**config.mk**
```make
export PLATFORM = sky130hd
export DESIGN_NAME = least_loaded_bin_assigner
export DESIGN_NICKNAME = d
export VERILOG_FILES = /design/src/design/llba_pkg.sv /design/src/design/llba_ram.sv /design/src/design/llba_dp.sv /design/src/design/llba_ctrl.sv /design/src/design/least_loaded_bin_assigner.sv
export VERILOG_INCLUDE_DIRS = /design/src /design/src/design
export SDC_FILE = /design/constraint.sdc
export NUM_CORES = 1
export LEC_CHECK = 0
export BUFFER_PORTS_ARGS = -buffer_cell sky130_fd_sc_hd__buf_2
export CORE_MARGIN = 2
export CORE_UTILIZATION = 51
export CTS_CLUSTER_SIZE = 14
export DETAILED_ROUTE_END_ITERATION = 12
export MAX_ROUTING_LAYER = met4
export PLACE_DENSITY_LB_ADDON = 0.2
export SLEW_MARGIN = 0
export SYNTH_ARGS = -nofsm -noshare
export SYNTH_HDL_FRONTEND = slang
export SYNTH_HIERARCHICAL = 1
export SYNTH_SLANG_ARGS = --single-unit
```
**constraint.sdc**
```tcl
create_clock -name clk -period 4.8 [get_ports clk]
set_input_delay 0.48 -clock clk [delete_from_list [all_inputs] [get_ports clk]]
set_output_delay 0.48 -clock clk [all_outputs]
set_load 0.03 [all_outputs]
```
**src/design/assert_macros.svh**
```systemverilog
// Assertion helpers shared by the RTL. Every check runs on the rising edge of clk
// and is disabled while arst_n is low.
`ifndef ASSERT_MACROS_SVH
`define ASSERT_MACROS_SVH

// Checks that prop holds at every clock edge outside reset.
`define LLBA_ASSERT(lbl, prop, msg) \
	lbl: assert property (@(posedge clk) disable iff (!arst_n) (prop)) else $error(msg);

// Checks that cons holds at every edge at which ante holds.
`define LLBA_ASSERT_IMP(lbl, ante, cons, msg) \
	lbl: assert property (@(posedge clk) disable iff (!arst_n) (ante) |-> (cons)) else $error(msg);

`endif

```
**src/design/llba_pkg.sv**
```systemverilog
`default_nettype none
package llba_pkg;

	localparam int MAX_BINS   = 16;
	localparam int MAX_ITEMS  = 65536;
	localparam int BIN_W      = $clog2(MAX_BINS);
	localparam int NB_W       = 5;
	localparam int LOAD_W     = 32;
	localparam int WEIGHT_W   = 16;
	localparam int CNT_W      = 17;
	localparam int CFG_W      = 32;
	localparam int REG_IDX_W  = 2;
	localparam int IN_DATA_W  = 16;
	localparam int OUT_DATA_W = 8;

	localparam logic [REG_IDX_W-1:0] REG_NUM_BINS   = REG_IDX_W'(0);
	localparam logic [REG_IDX_W-1:0] REG_MAX_SPREAD = REG_IDX_W'(1);

	// One entry of the bin memory.
	typedef struct packed {
		logic [CNT_W-1:0]  last;
		logic [LOAD_W-1:0] load;
	} entry_t;

	localparam int ENTRY_W = $bits(entry_t);

	// Commands from the controller to the datapath.
	typedef struct packed {
		logic             load_item;
		logic             rd_en;
		logic [BIN_W-1:0] rd_addr;
		logic             rd_srch;
		logic             rd_first;
		logic             wr_en;
		logic             spread;
		logic             out_load;
		logic             clear;
	} cmd_t;

	// Status from the datapath to the controller.
	typedef struct packed {
		logic [BIN_W-1:0] srch_first;
		logic [BIN_W-1:0] srch_last;
		logic [BIN_W-1:0] vrd_last;
		logic             last_item;
	} status_t;

endpackage
`default_nettype wire

```
**src/design/llba_ram.sv**
```systemverilog
`default_nettype none
module llba_ram #(
	parameter int WIDTH = 8,
	parameter int DEPTH = 16
) (
	input  wire logic                                    clk,
	input  wire logic                                    wr_en,
	input  wire logic [((DEPTH > 1) ? $clog2(DEPTH) : 1)-1:0] wr_addr,
	input  wire logic [WIDTH-1:0]                        wr_data,
	input  wire logic                                    rd_en,
	input  wire logic [((DEPTH > 1) ? $clog2(DEPTH) : 1)-1:0] rd_addr,
	output logic      [WIDTH-1:0]                        rd_data
);

	logic [WIDTH-1:0] mem_q [DEPTH];

	always_ff @(posedge clk) begin
		if (wr_en) begin
			mem_q[wr_addr] <= wr_data;
		end
		if (rd_en) begin
			rd_data <= mem_q[rd_addr];
		end
	end

endmodule
`default_nettype wire

```
**src/design/llba_dp.sv**
```systemverilog
`default_nettype none
module llba_dp (
	input  wire logic                              clk,
	input  wire logic                              arst_n,
	input  wire logic                              cfg_we,
	input  wire logic [llba_pkg::REG_IDX_W-1:0]    cfg_index,
	input  wire logic [llba_pkg::CFG_W-1:0]        cfg_wdata,
	input  wire logic [llba_pkg::IN_DATA_W-1:0]    s_tdata,
	input  wire logic                              s_tlast,
	input  wire llba_pkg::cmd_t                    cmd,
	output llba_pkg::status_t                      status,
	output logic      [llba_pkg::OUT_DATA_W-1:0]   m_tdata,
	output logic                                   m_tlast,
	output logic                                   m_tuser
);

	logic [llba_pkg::NB_W-1:0]     num_bins_q;
	logic [llba_pkg::LOAD_W-1:0]   max_spread_q;
	logic [llba_pkg::WEIGHT_W-1:0] w_q;
	logic                          last_q;
	logic [llba_pkg::NB_W-1:0]     nb_q;
	logic [llba_pkg::CNT_W-1:0]    idx_q;
	logic [llba_pkg::CNT_W-1:0]    cnt_q;
	logic [llba_pkg::MAX_BINS-1:0] used_q;
	logic [llba_pkg::NB_W-1:0]     nb_clamp;
	logic                          idx_lt;

	logic                          srch_s1;
	logic                          vrd_s1;
	logic                          first_s1;
	logic                          rd_used_s1;
	logic [llba_pkg::BIN_W-1:0]    addr_s1;

	logic [llba_pkg::ENTRY_W-1:0]  rd_raw;
	llba_pkg::entry_t              rd_ent;
	llba_pkg::entry_t              wr_ent;
	logic [llba_pkg::LOAD_W-1:0]   eff_load;
	logic                          older;
	logic                          take;

	logic [llba_pkg::LOAD_W-1:0]   best_load_q;
	logic [llba_pkg::CNT_W-1:0]    best_last_q;
	logic                          best_used_q;
	logic [llba_pkg::BIN_W-1:0]    pick_q;
	logic [llba_pkg::LOAD_W:0]     sum;
	logic [llba_pkg::LOAD_W-1:0]   lo_q;
	logic [llba_pkg::LOAD_W-1:0]   hi_q;
	logic                          bal_q;
	logic [llba_pkg::NB_W-1:0]     bin_q;
	logic                          done_q;
	logic                          balanced_q;

	// Configuration registers.
	always_ff @(posedge clk or negedge arst_n) begin
		if (!arst_n) begin
			num_bins_q   <= llba_pkg::NB_W'(1);
			max_spread_q <= '0;
		end else if (cfg_we) begin
			unique case (cfg_index)
				llba_pkg::REG_NUM_BINS:   num_bins_q   <= cfg_wdata[llba_pkg::NB_W-1:0];
				llba_pkg::REG_MAX_SPREAD: max_spread_q <= cfg_wdata[llba_pkg::LOAD_W-1:0];
				default: ;
			endcase
		end
	end

	always_comb begin
		if (num_bins_q == '0) begin
			nb_clamp = llba_pkg::NB_W'(1);
		end else if (num_bins_q > llba_pkg::NB_W'(llba_pkg::MAX_BINS)) begin
			nb_clamp = llba_pkg::NB_W'(llba_pkg::MAX_BINS);
		end else begin
			nb_clamp = num_bins_q;
		end
	end

	// Request capture.
	always_ff @(posedge clk) begin
		if (cmd.load_item) begin
			w_q    <= s_tdata[llba_pkg::WEIGHT_W-1:0];
			last_q <= s_tlast;
			nb_q   <= nb_clamp;
			idx_q  <= cnt_q;
		end
	end

	assign idx_lt            = idx_q < llba_pkg::CNT_W'(nb_q);
	assign status.vrd_last   = llba_pkg::BIN_W'(nb_q - llba_pkg::NB_W'(1));
	assign status.srch_first = idx_lt ? idx_q[llba_pkg::BIN_W-1:0] : '0;
	assign status.srch_last  = idx_lt ? idx_q[llba_pkg::BIN_W-1:0] : status.vrd_last;
	assign status.last_item  = last_q;

	// Used bits double as valid bits of the bin memory; the item counter saturates.
	always_ff @(posedge clk or negedge arst_n) begin
		if (!arst_n) begin
			used_q <= '0;
			cnt_q  <= '0;
		end else if (cmd.clear) begin
			used_q <= '0;
			cnt_q  <= '0;
		end else if (cmd.wr_en) begin
			used_q[pick_q] <= 1'b1;
			if (cnt_q < llba_pkg::CNT_W'(llba_pkg::MAX_ITEMS)) begin
				cnt_q <= cnt_q + llba_pkg::CNT_W'(1);
			end
		end
	end

	assign sum = (llba_pkg::LOAD_W + 1)'(best_load_q) + (llba_pkg::LOAD_W + 1)'(w_q);
	assign wr_ent.load = sum[llba_pkg::LOAD_W] ? '1 : sum[llba_pkg::LOAD_W-1:0];
	assign wr_ent.last = idx_q;

	llba_ram #(
		.WIDTH(llba_pkg::ENTRY_W),
		.DEPTH(llba_pkg::MAX_BINS)
	) u_bins (
		.clk    (clk),
		.wr_en  (cmd.wr_en),
		.wr_addr(pick_q),
		.wr_data(wr_ent),
		.rd_en  (cmd.rd_en),
		.rd_addr(cmd.rd_addr),
		.rd_data(rd_raw)
	);

	assign rd_ent = rd_raw;

	// Read pipeline stage, aligned with the registered memory output.
	always_ff @(posedge clk or negedge arst_n) begin
		if (!arst_n) begin
			srch_s1 <= 1'b0;
			vrd_s1  <= 1'b0;
		end else begin
			srch_s1 <= cmd.rd_en && cmd.rd_srch;
			vrd_s1  <= cmd.rd_en && !cmd.rd_srch;
		end
	end

	always_ff @(posedge clk) begin
		if (cmd.rd_en) begin
			first_s1   <= cmd.rd_first;
			addr_s1    <= cmd.rd_addr;
			rd_used_s1 <= used_q[cmd.rd_addr];
		end
	end

	assign eff_load = rd_used_s1 ? rd_ent.load : '0;
	// A never-assigned bin is older than any assigned one.
	assign older    = rd_used_s1 ? (best_used_q && (rd_ent.last < best_last_q)) : best_used_q;
	assign take     = first_s1 || (eff_load < best_load_q)
	                  || ((eff_load == best_load_q) && older);

	always_ff @(posedge clk) begin
		if (srch_s1 && take) begin
			best_load_q <= eff_load;
			best_last_q <= rd_ent.last;
			best_used_q <= rd_used_s1;
			pick_q      <= addr_s1;
		end
		if (vrd_s1) begin
			if (first_s1 || (eff_load < lo_q)) begin
				lo_q <= eff_load;
			end
			if (first_s1 || (eff_load > hi_q)) begin
				hi_q <= eff_load;
			end
		end
		if (cmd.spread) begin
			bal_q <= (hi_q - lo_q) <= max_spread_q;
		end
		if (cmd.out_load) begin
			bin_q      <= llba_pkg::NB_W'(pick_q) + llba_pkg::NB_W'(1);
			done_q     <= last_q;
			balanced_q <= last_q && bal_q;
		end
	end

	assign m_tdata = {(llba_pkg::OUT_DATA_W - llba_pkg::NB_W)'(0), bin_q};
	assign m_tlast = done_q;
	assign m_tuser = balanced_q;

endmodule
`default_nettype wire

```
**src/design/llba_ctrl.sv**
```systemverilog
`default_nettype none
`include "assert_macros.svh"
module llba_ctrl (
	input  wire logic              clk,
	input  wire logic              arst_n,
	input  wire logic              s_tvalid,
	output logic                   s_tready,
	output logic                   m_tvalid,
	input  wire logic              m_tready,
	input  wire llba_pkg::status_t status,
	output llba_pkg::cmd_t         cmd
);

	localparam logic [2:0] ST_IDLE = 3'd0;
	localparam logic [2:0] ST_PREP = 3'd1;
	localparam logic [2:0] ST_SRCH = 3'd2;
	localparam logic [2:0] ST_SDRN = 3'd3;
	localparam logic [2:0] ST_UPD  = 3'd4;
	localparam logic [2:0] ST_VERD = 3'd5;
	localparam logic [2:0] ST_VDRN = 3'd6;
	localparam logic [2:0] ST_FIN  = 3'd7;

	logic [2:0]                 state_q;
	logic [2:0]                 state_d;
	logic [llba_pkg::BIN_W-1:0] a_q;
	logic [llba_pkg::BIN_W-1:0] a_d;
	logic                       out_valid_q;
	logic                       out_free;
	logic                       spread_q;

	assign out_free = !out_valid_q || m_tready;
	assign s_tready = (state_q == ST_IDLE);
	assign m_tvalid = out_valid_q;

	always_comb begin
		state_d      = state_q;
		a_d          = a_q;
		cmd          = '0;
		cmd.rd_addr  = a_q;
		unique case (state_q)
			ST_IDLE: begin
				if (s_tvalid) begin
					cmd.load_item = 1'b1;
					state_d       = ST_PREP;
				end
			end
			ST_PREP: begin
				a_d     = status.srch_first;
				state_d = ST_SRCH;
			end
			ST_SRCH: begin
				cmd.rd_en    = 1'b1;
				cmd.rd_srch  = 1'b1;
				cmd.rd_first = (a_q == status.srch_first);
				if (a_q == status.srch_last) begin
					state_d = ST_SDRN;
				end else begin
					a_d = a_q + llba_pkg::BIN_W'(1);
				end
			end
			ST_SDRN: begin
				state_d = ST_UPD;
			end
			ST_UPD: begin
				cmd.wr_en = 1'b1;
				a_d       = '0;
				state_d   = status.last_item ? ST_VERD : ST_FIN;
			end
			ST_VERD: begin
				cmd.rd_en    = 1'b1;
				cmd.rd_first = (a_q == '0);
				if (a_q == status.vrd_last) begin
					state_d = ST_VDRN;
				end else begin
					a_d = a_q + llba_pkg::BIN_W'(1);
				end
			end
			ST_VDRN: begin
				state_d = ST_FIN;
			end
			ST_FIN: begin
				if (!spread_q && out_free) begin
					cmd.out_load = 1'b1;
					cmd.clear    = status.last_item;
					state_d      = ST_IDLE;
				end
			end
			default: begin
				state_d = ST_IDLE;
			end
		endcase
		// The spread compare runs in the first cycle of ST_FIN after a verdict scan.
		cmd.spread = spread_q;
	end

	always_ff @(posedge clk or negedge arst_n) begin
		if (!arst_n) begin
			state_q     <= ST_IDLE;
			a_q         <= '0;
			out_valid_q <= 1'b0;
			spread_q    <= 1'b0;
		end else begin
			state_q  <= state_d;
			a_q      <= a_d;
			spread_q <= (state_q == ST_VDRN);
			if (cmd.out_load) begin
				out_valid_q <= 1'b1;
			end else if (m_tready) begin
				out_valid_q <= 1'b0;
			end
		end
	end

	`LLBA_ASSERT_IMP(a_no_overwrite, cmd.out_load, !out_valid_q || m_tready, "result overwritten before it was taken")
	`LLBA_ASSERT_IMP(a_write_after_search, cmd.wr_en, $past(state_q == ST_SDRN), "bin memory written outside the update step")
	`LLBA_ASSERT_IMP(a_scan_in_range, state_q == ST_SRCH, a_q <= status.srch_last, "search address ran past its end")

endmodule
`default_nettype wire

```
**src/design/least_loaded_bin_assigner.sv**
```systemverilog
// Greedy least-loaded bin assigner. Each request on the s_ stream carries an item
// weight; the block answers with exactly one result on the m_ stream, giving the bin
// (numbered from 1) that received the item. Within a set the first num_bins items go
// to bins 1..num_bins in order, and every later item goes to the bin with the smallest
// running load, ties going to the bin whose most recent assignment is oldest. On the
// request marked by s_tlast the result carries m_tlast, and m_tuser tells whether the
// heaviest minus the lightest load over the bins in use is at most max_spread; after
// it all set state clears. Items are handled one at a time: s_tready stays low from
// the acceptance of an item until its search over n bins and its update are done
// and the result register is free (n is 1 while the first num_bins items of a set
// arrive, num_bins afterwards). The last item of a set also waits for the verdict
// scan. The search and the verdict scan walk the bin memory, which has a single
// read port, one bin per cycle. The user writes configuration through cfg_we,
// cfg_index and cfg_wdata only while the block is idle; the block does not enforce
// it. Index 0 is num_bins, index 1 is max_spread.
`default_nettype none
module least_loaded_bin_assigner (
	input  wire logic                            clk,
	input  wire logic                            arst_n,
	// Configuration write port.
	input  wire logic                            cfg_we,
	input  wire logic [llba_pkg::REG_IDX_W-1:0]  cfg_index,
	input  wire logic [llba_pkg::CFG_W-1:0]      cfg_wdata,
	// Item requests.
	input  wire logic                            s_tvalid,
	output logic                                 s_tready,
	input  wire logic [llba_pkg::IN_DATA_W-1:0]  s_tdata,  // [15:0] weight
	input  wire logic                            s_tlast,  // last_item
	// Results.
	output logic                                 m_tvalid,
	input  wire logic                            m_tready,
	output logic      [llba_pkg::OUT_DATA_W-1:0] m_tdata,  // [4:0] bin_number, [7:5] zero
	output logic                                 m_tlast,  // set_done
	output logic                                 m_tuser   // [0] balanced
);

	// The controller sequences the search, update and verdict steps; the datapath
	// holds the bin memory, the best-bin registers and the output register.
	llba_pkg::cmd_t    cmd;
	llba_pkg::status_t status;

	llba_ctrl u_ctrl (
		.clk     (clk),
		.arst_n  (arst_n),
		.s_tvalid(s_tvalid),
		.s_tready(s_tready),
		.m_tvalid(m_tvalid),
		.m_tready(m_tready),
		.status  (status),
		.cmd     (cmd)
	);

	llba_dp u_dp (
		.clk      (clk),
		.arst_n   (arst_n),
		.cfg_we   (cfg_we),
		.cfg_index(cfg_index),
		.cfg_wdata(cfg_wdata),
		.s_tdata  (s_tdata),
		.s_tlast  (s_tlast),
		.cmd      (cmd),
		.status   (status),
		.m_tdata  (m_tdata),
		.m_tlast  (m_tlast),
		.m_tuser  (m_tuser)
	);

endmodule
`default_nettype wire

```
==> impl_metrics.py <==
metrics = {
    "outcome": {
        "outcome": "completed",
    },
    "floorplan": {
        "die_h_um": 307,
        "core.rowCount": 111,
        "core_area_um2": 91200,
        "start_util": 0.512,
        "die_w_um": 307,
        "ios": 68,
        "dieArea_um2": 94100,
    },
    "detailed_routing": {
        "highest_layer": "met4",
        "dr_wl_met2_um": 54000,
        "drtIter0Drc": 2848,
        "met1_length_um": 47500,
        "met3WireLength_um": 7850,
        "drtAntennaViolNets": 0,
        "vias_per_cell": 6.09,
        "drc": 0,
        "drt_wl_total_um": 112000,
        "vias": 25800,
        "drt_pass1_iterations": 7,
        "wl_per_cell_um": 26.4,
    },
    "worst_setup_path": {
        "max_stage_delay_ps": 430,
        "critPathLaunchType": "flop",
        "end_kind": "flop",
        "cp_max_fo": 3,
        "reg2reg_depth": 17,
        "arrival_ps": 5030,
        "r2r_slack_ps": 220,
        "worstReg2RegStart": "u_dp/lo_q[0]",
        "path_class": "flop to flop",
        "critPathSlowestCell": "fa_1",
        "r2r_end": "u_dp/bal_q",
        "crit_chain": "ha_1 -> fa_1 -> nand2b_1 -> a21oi_1 -> o21ai_1 -> a31oi_1 -> a31oi_1 -> o311a_1 -> o31ai_1 -> xor2_1 -> ha_1 -> nand4_1 -> nor4_1 -> nand2_1 -> a21oi_1 -> a211oi_1 -> a21o_1",
        "cp.required_ps": 5250,
    },
    "cts": {
        "cts_setup_buffers": 0,
        "clock_latency_ps": 700,
        "cts_tree": "done",
        "cts_buffers": 106,
        "clkTransAtPathRegs_ps": 60,
        "cts_hold_buf": 30,
        "cts_root_buf": "clkbuf_16",
        "cts_resized": 0,
        "h-tree-depth": 3,
        "clock_path_buffers": 3,
        "cts.sink_count": 1085,
    },
    "place": {
        "detailed_place_hpwl_um": 67000,
        "post-place-ws_ps": 224,
        "io_buffers": 64,
        "gp_congestion": 0.921,
    },
    "layout": {
        "antenna-diode-count": 0,
        "final_cell_mix": "1004 x edfxtp_1, 204 x ha_1, 201 x mux4_2",
        "finish.net_count": 3212,
        "area_growth_pct": 13.2,
        "fillers": 6798,
        "drive_gt1_frac": 0.192,
        "final_common_cell": "edfxtp_1",
    },
    "yosys": {
        "yosysWarnings": 6,
        "postSynth.asyncResetShare": 0.0747,
        "synth_top_area_cell": "edfxtp_1",
        "synthDistinctLibCells": 83,
        "avgSynthCellArea_um2": 16.9,
        "ys.flop_type": "edfxtp_1",
        "syn-cell-area_um2": 46700,
        "ys_ff_latch": 1085,
        "synth_edf_count": 1004,
        "synth_top_area_frac": 0.645,
        "synthTopCellsByArea": "edfxtp_1 65%, mux4_2 9.7%, ha_1 5.5%, dfrtp_1 4.3%, a22oi_1 1.6%",
        "yosysSeqAreaShare": 0.688,
        "post_synth_inst_count": 2765,
    },
    "timing": {
        "setup_ws_ps": 223,
        "rsz0062_at_grt": "false",
        "tightest_slew_ps": 1110,
        "min_period_ps": 4580,
        "slew-limit-headroom": 0.257,
        "skew_ps": 27.8,
        "final_max_slew_viol_count": 0,
        "hold_ws_ps": 32.8,
        "clock.fmax_mhz": 219,
        "fin_setup_tns_ps": 0,
        "hold_viol": 0,
        "fin_crit_sh": 0.953,
        "setup_viol": 0,
    },
    "grt": {
        "grt_pass1_vias": 26400,
        "grt-ovfl-total": 0,
        "grt_pass1_wl_um": 167000,
        "antenna_found_initial": 1,
        "grt_start_max_net_pins": 61,
        "groute.usage.overall": 0.247,
    },
    "worst_hold_path": {
        "min_path_cells": 2,
        "worstHoldPathType": "input pin to flop",
        "hp-start": "cfg_wdata[9]",
        "holdPathEnd": "u_dp/max_spread_q[9]",
    },
    "power_and_ir_drop": {
        "leakage_uw": 0.0190,
        "p_total_uw": 31600,
        "ir_drop_mv": 0.361,
        "powerDensity_nw_per_um2": 596,
    },
    "job": {
        "max-cap-violations": 0,
    },
}
[worst max path at each step]
stage | cells past startpoint | slack, ps | endpoint | start
final | 17 | 220 | u_dp/bal_q | u_dp/lo_q[0]
after floorplan | 8 | 150 | u_dp/best_last_q[0] | u_dp/rd_used_s1
after detailed placement | 17 | 220 | u_dp/bal_q | u_dp/lo_q[0]
after global placement | 17 | 240 | u_dp/bal_q | u_dp/lo_q[0]
after CTS | 17 | 260 | u_dp/bal_q | u_dp/lo_q[0]
after global routing | 18 | 9 | u_dp/bal_q | u_dp/lo_q[0]
[worst max-delay path, delay by kind of cell, from the launching register on]
kind                     cells  cell delay, ps
AO/OA/AOI/OAI                9            2040
adder cells (fa/ha/maj)      3            1000
AND/OR/NAND/NOR              4             830
flip-flops                   1             390
XOR/XNOR                     1             120
[final cells by class]
type	instances	area, um2	area share
clock buffers	128	2740	0.0517
clock inverters	70	753	0.0142
inverters	178	669	0.0126
multi-input cells	1405	13600	0.257
flip-flops and latches	1085	32200	0.608
well taps	1186	1480	0.0280
repair buffers	174	1520	0.0288
[metrics by stage]
step | util | area [um2] | cells
after floorplan | - | 46800 | 2767
after global placement | 0.539 | 49100 | 3998
after detailed placement | 0.539 | 49100 | 3998
after CTS | 0.580 | 52900 | 4226
after global routing | 0.580 | 52900 | 4226
final | 0.580 | 52900 | 4226
[sequential cells by signal (all words and copies together) (netlist names), 3 cells and up]
| signal | cells |
|---|---|
| u_dp/u_bins/rd_data | 49 |
| u_dp/used_q | 16 |
| u_dp/hi_q | 32 |
| u_dp/num_bins_q | 5 |
| u_dp/addr_s1 | 4 |
| u_dp/pick_q | 4 |
| u_dp/max_spread_q | 32 |
| u_dp/lo_q | 32 |
| u_ctrl/a_q | 4 |
| u_dp/best_last_q | 17 |
| u_dp/cnt_q | 17 |
| u_dp/idx_q | 17 |
| u_dp/bin_q | 5 |
| u_dp/w_q | 16 |
| u_dp/best_load_q | 32 |
| u_dp/nb_q | 5 |
| u_ctrl/state_q | 3 |
| u_dp/u_bins/mem_q | 784 |
[synthesized netlist by cell type, types with 8 or more instances]
| master | number |
|---|---|
| edfxtp_1 | 1004 |
| ha_1 | 204 |
| a31oi_1 | 29 |
| a21oi_1 | 90 |
| xor2_1 | 32 |
| nand2_1 | 125 |
| o21a_1 | 10 |
| a21o_1 | 62 |
| nand4_1 | 41 |
| buf_1 | 8 |
| xnor2_1 | 39 |
| nor3_1 | 29 |
| clkbuf_1 | 52 |
| o21ai_0 | 51 |
| nand3b_1 | 8 |
| mux4_2 | 201 |
| dfrtp_1 | 80 |
| mux2_2 | 39 |
| buf_4 | 14 |
| buf_2 | 16 |
| buf_6 | 9 |
| nor2b_1 | 24 |
| nand2b_1 | 22 |
| inv_1 | 175 |
| nor2_1 | 94 |
| and2_1 | 48 |
| o21ai_1 | 12 |
| a22oi_1 | 100 |
| nor4_1 | 10 |
| nand3_1 | 30 |
[kinds of logic after synthesis]
family | count (synthesis) | share of synthesized area
xor+xnor | 71 | 0.0133
buf+inv | 277 | 0.0253
compound gates | 422 | 0.0611
simple gates | 460 | 0.0494
flops | 1085 | 0.688
fa+ha+maj | 206 | 0.0555
other cells | 1 | 0.0000802
mux | 243 | 0.107
[power by group]
group	switching [uW]	total [uW]	internal (uW)	leakage (uW)
logic	5950	10300	4370	0.00714
clock network	3580	8350	4780	0.00170
registers	858	12900	12000	0.0101
[routing by layer]
metal | global-route usage | vias to the layer above
met2 | 0.392 | 931
met5 | - | -
met3 | 0.0347 | 153
met4 | 0.0614 | 0
li1 | - | 11300
met1 | 0.343 | 13400
Note: power is estimated with default switching activity, not from simulation.
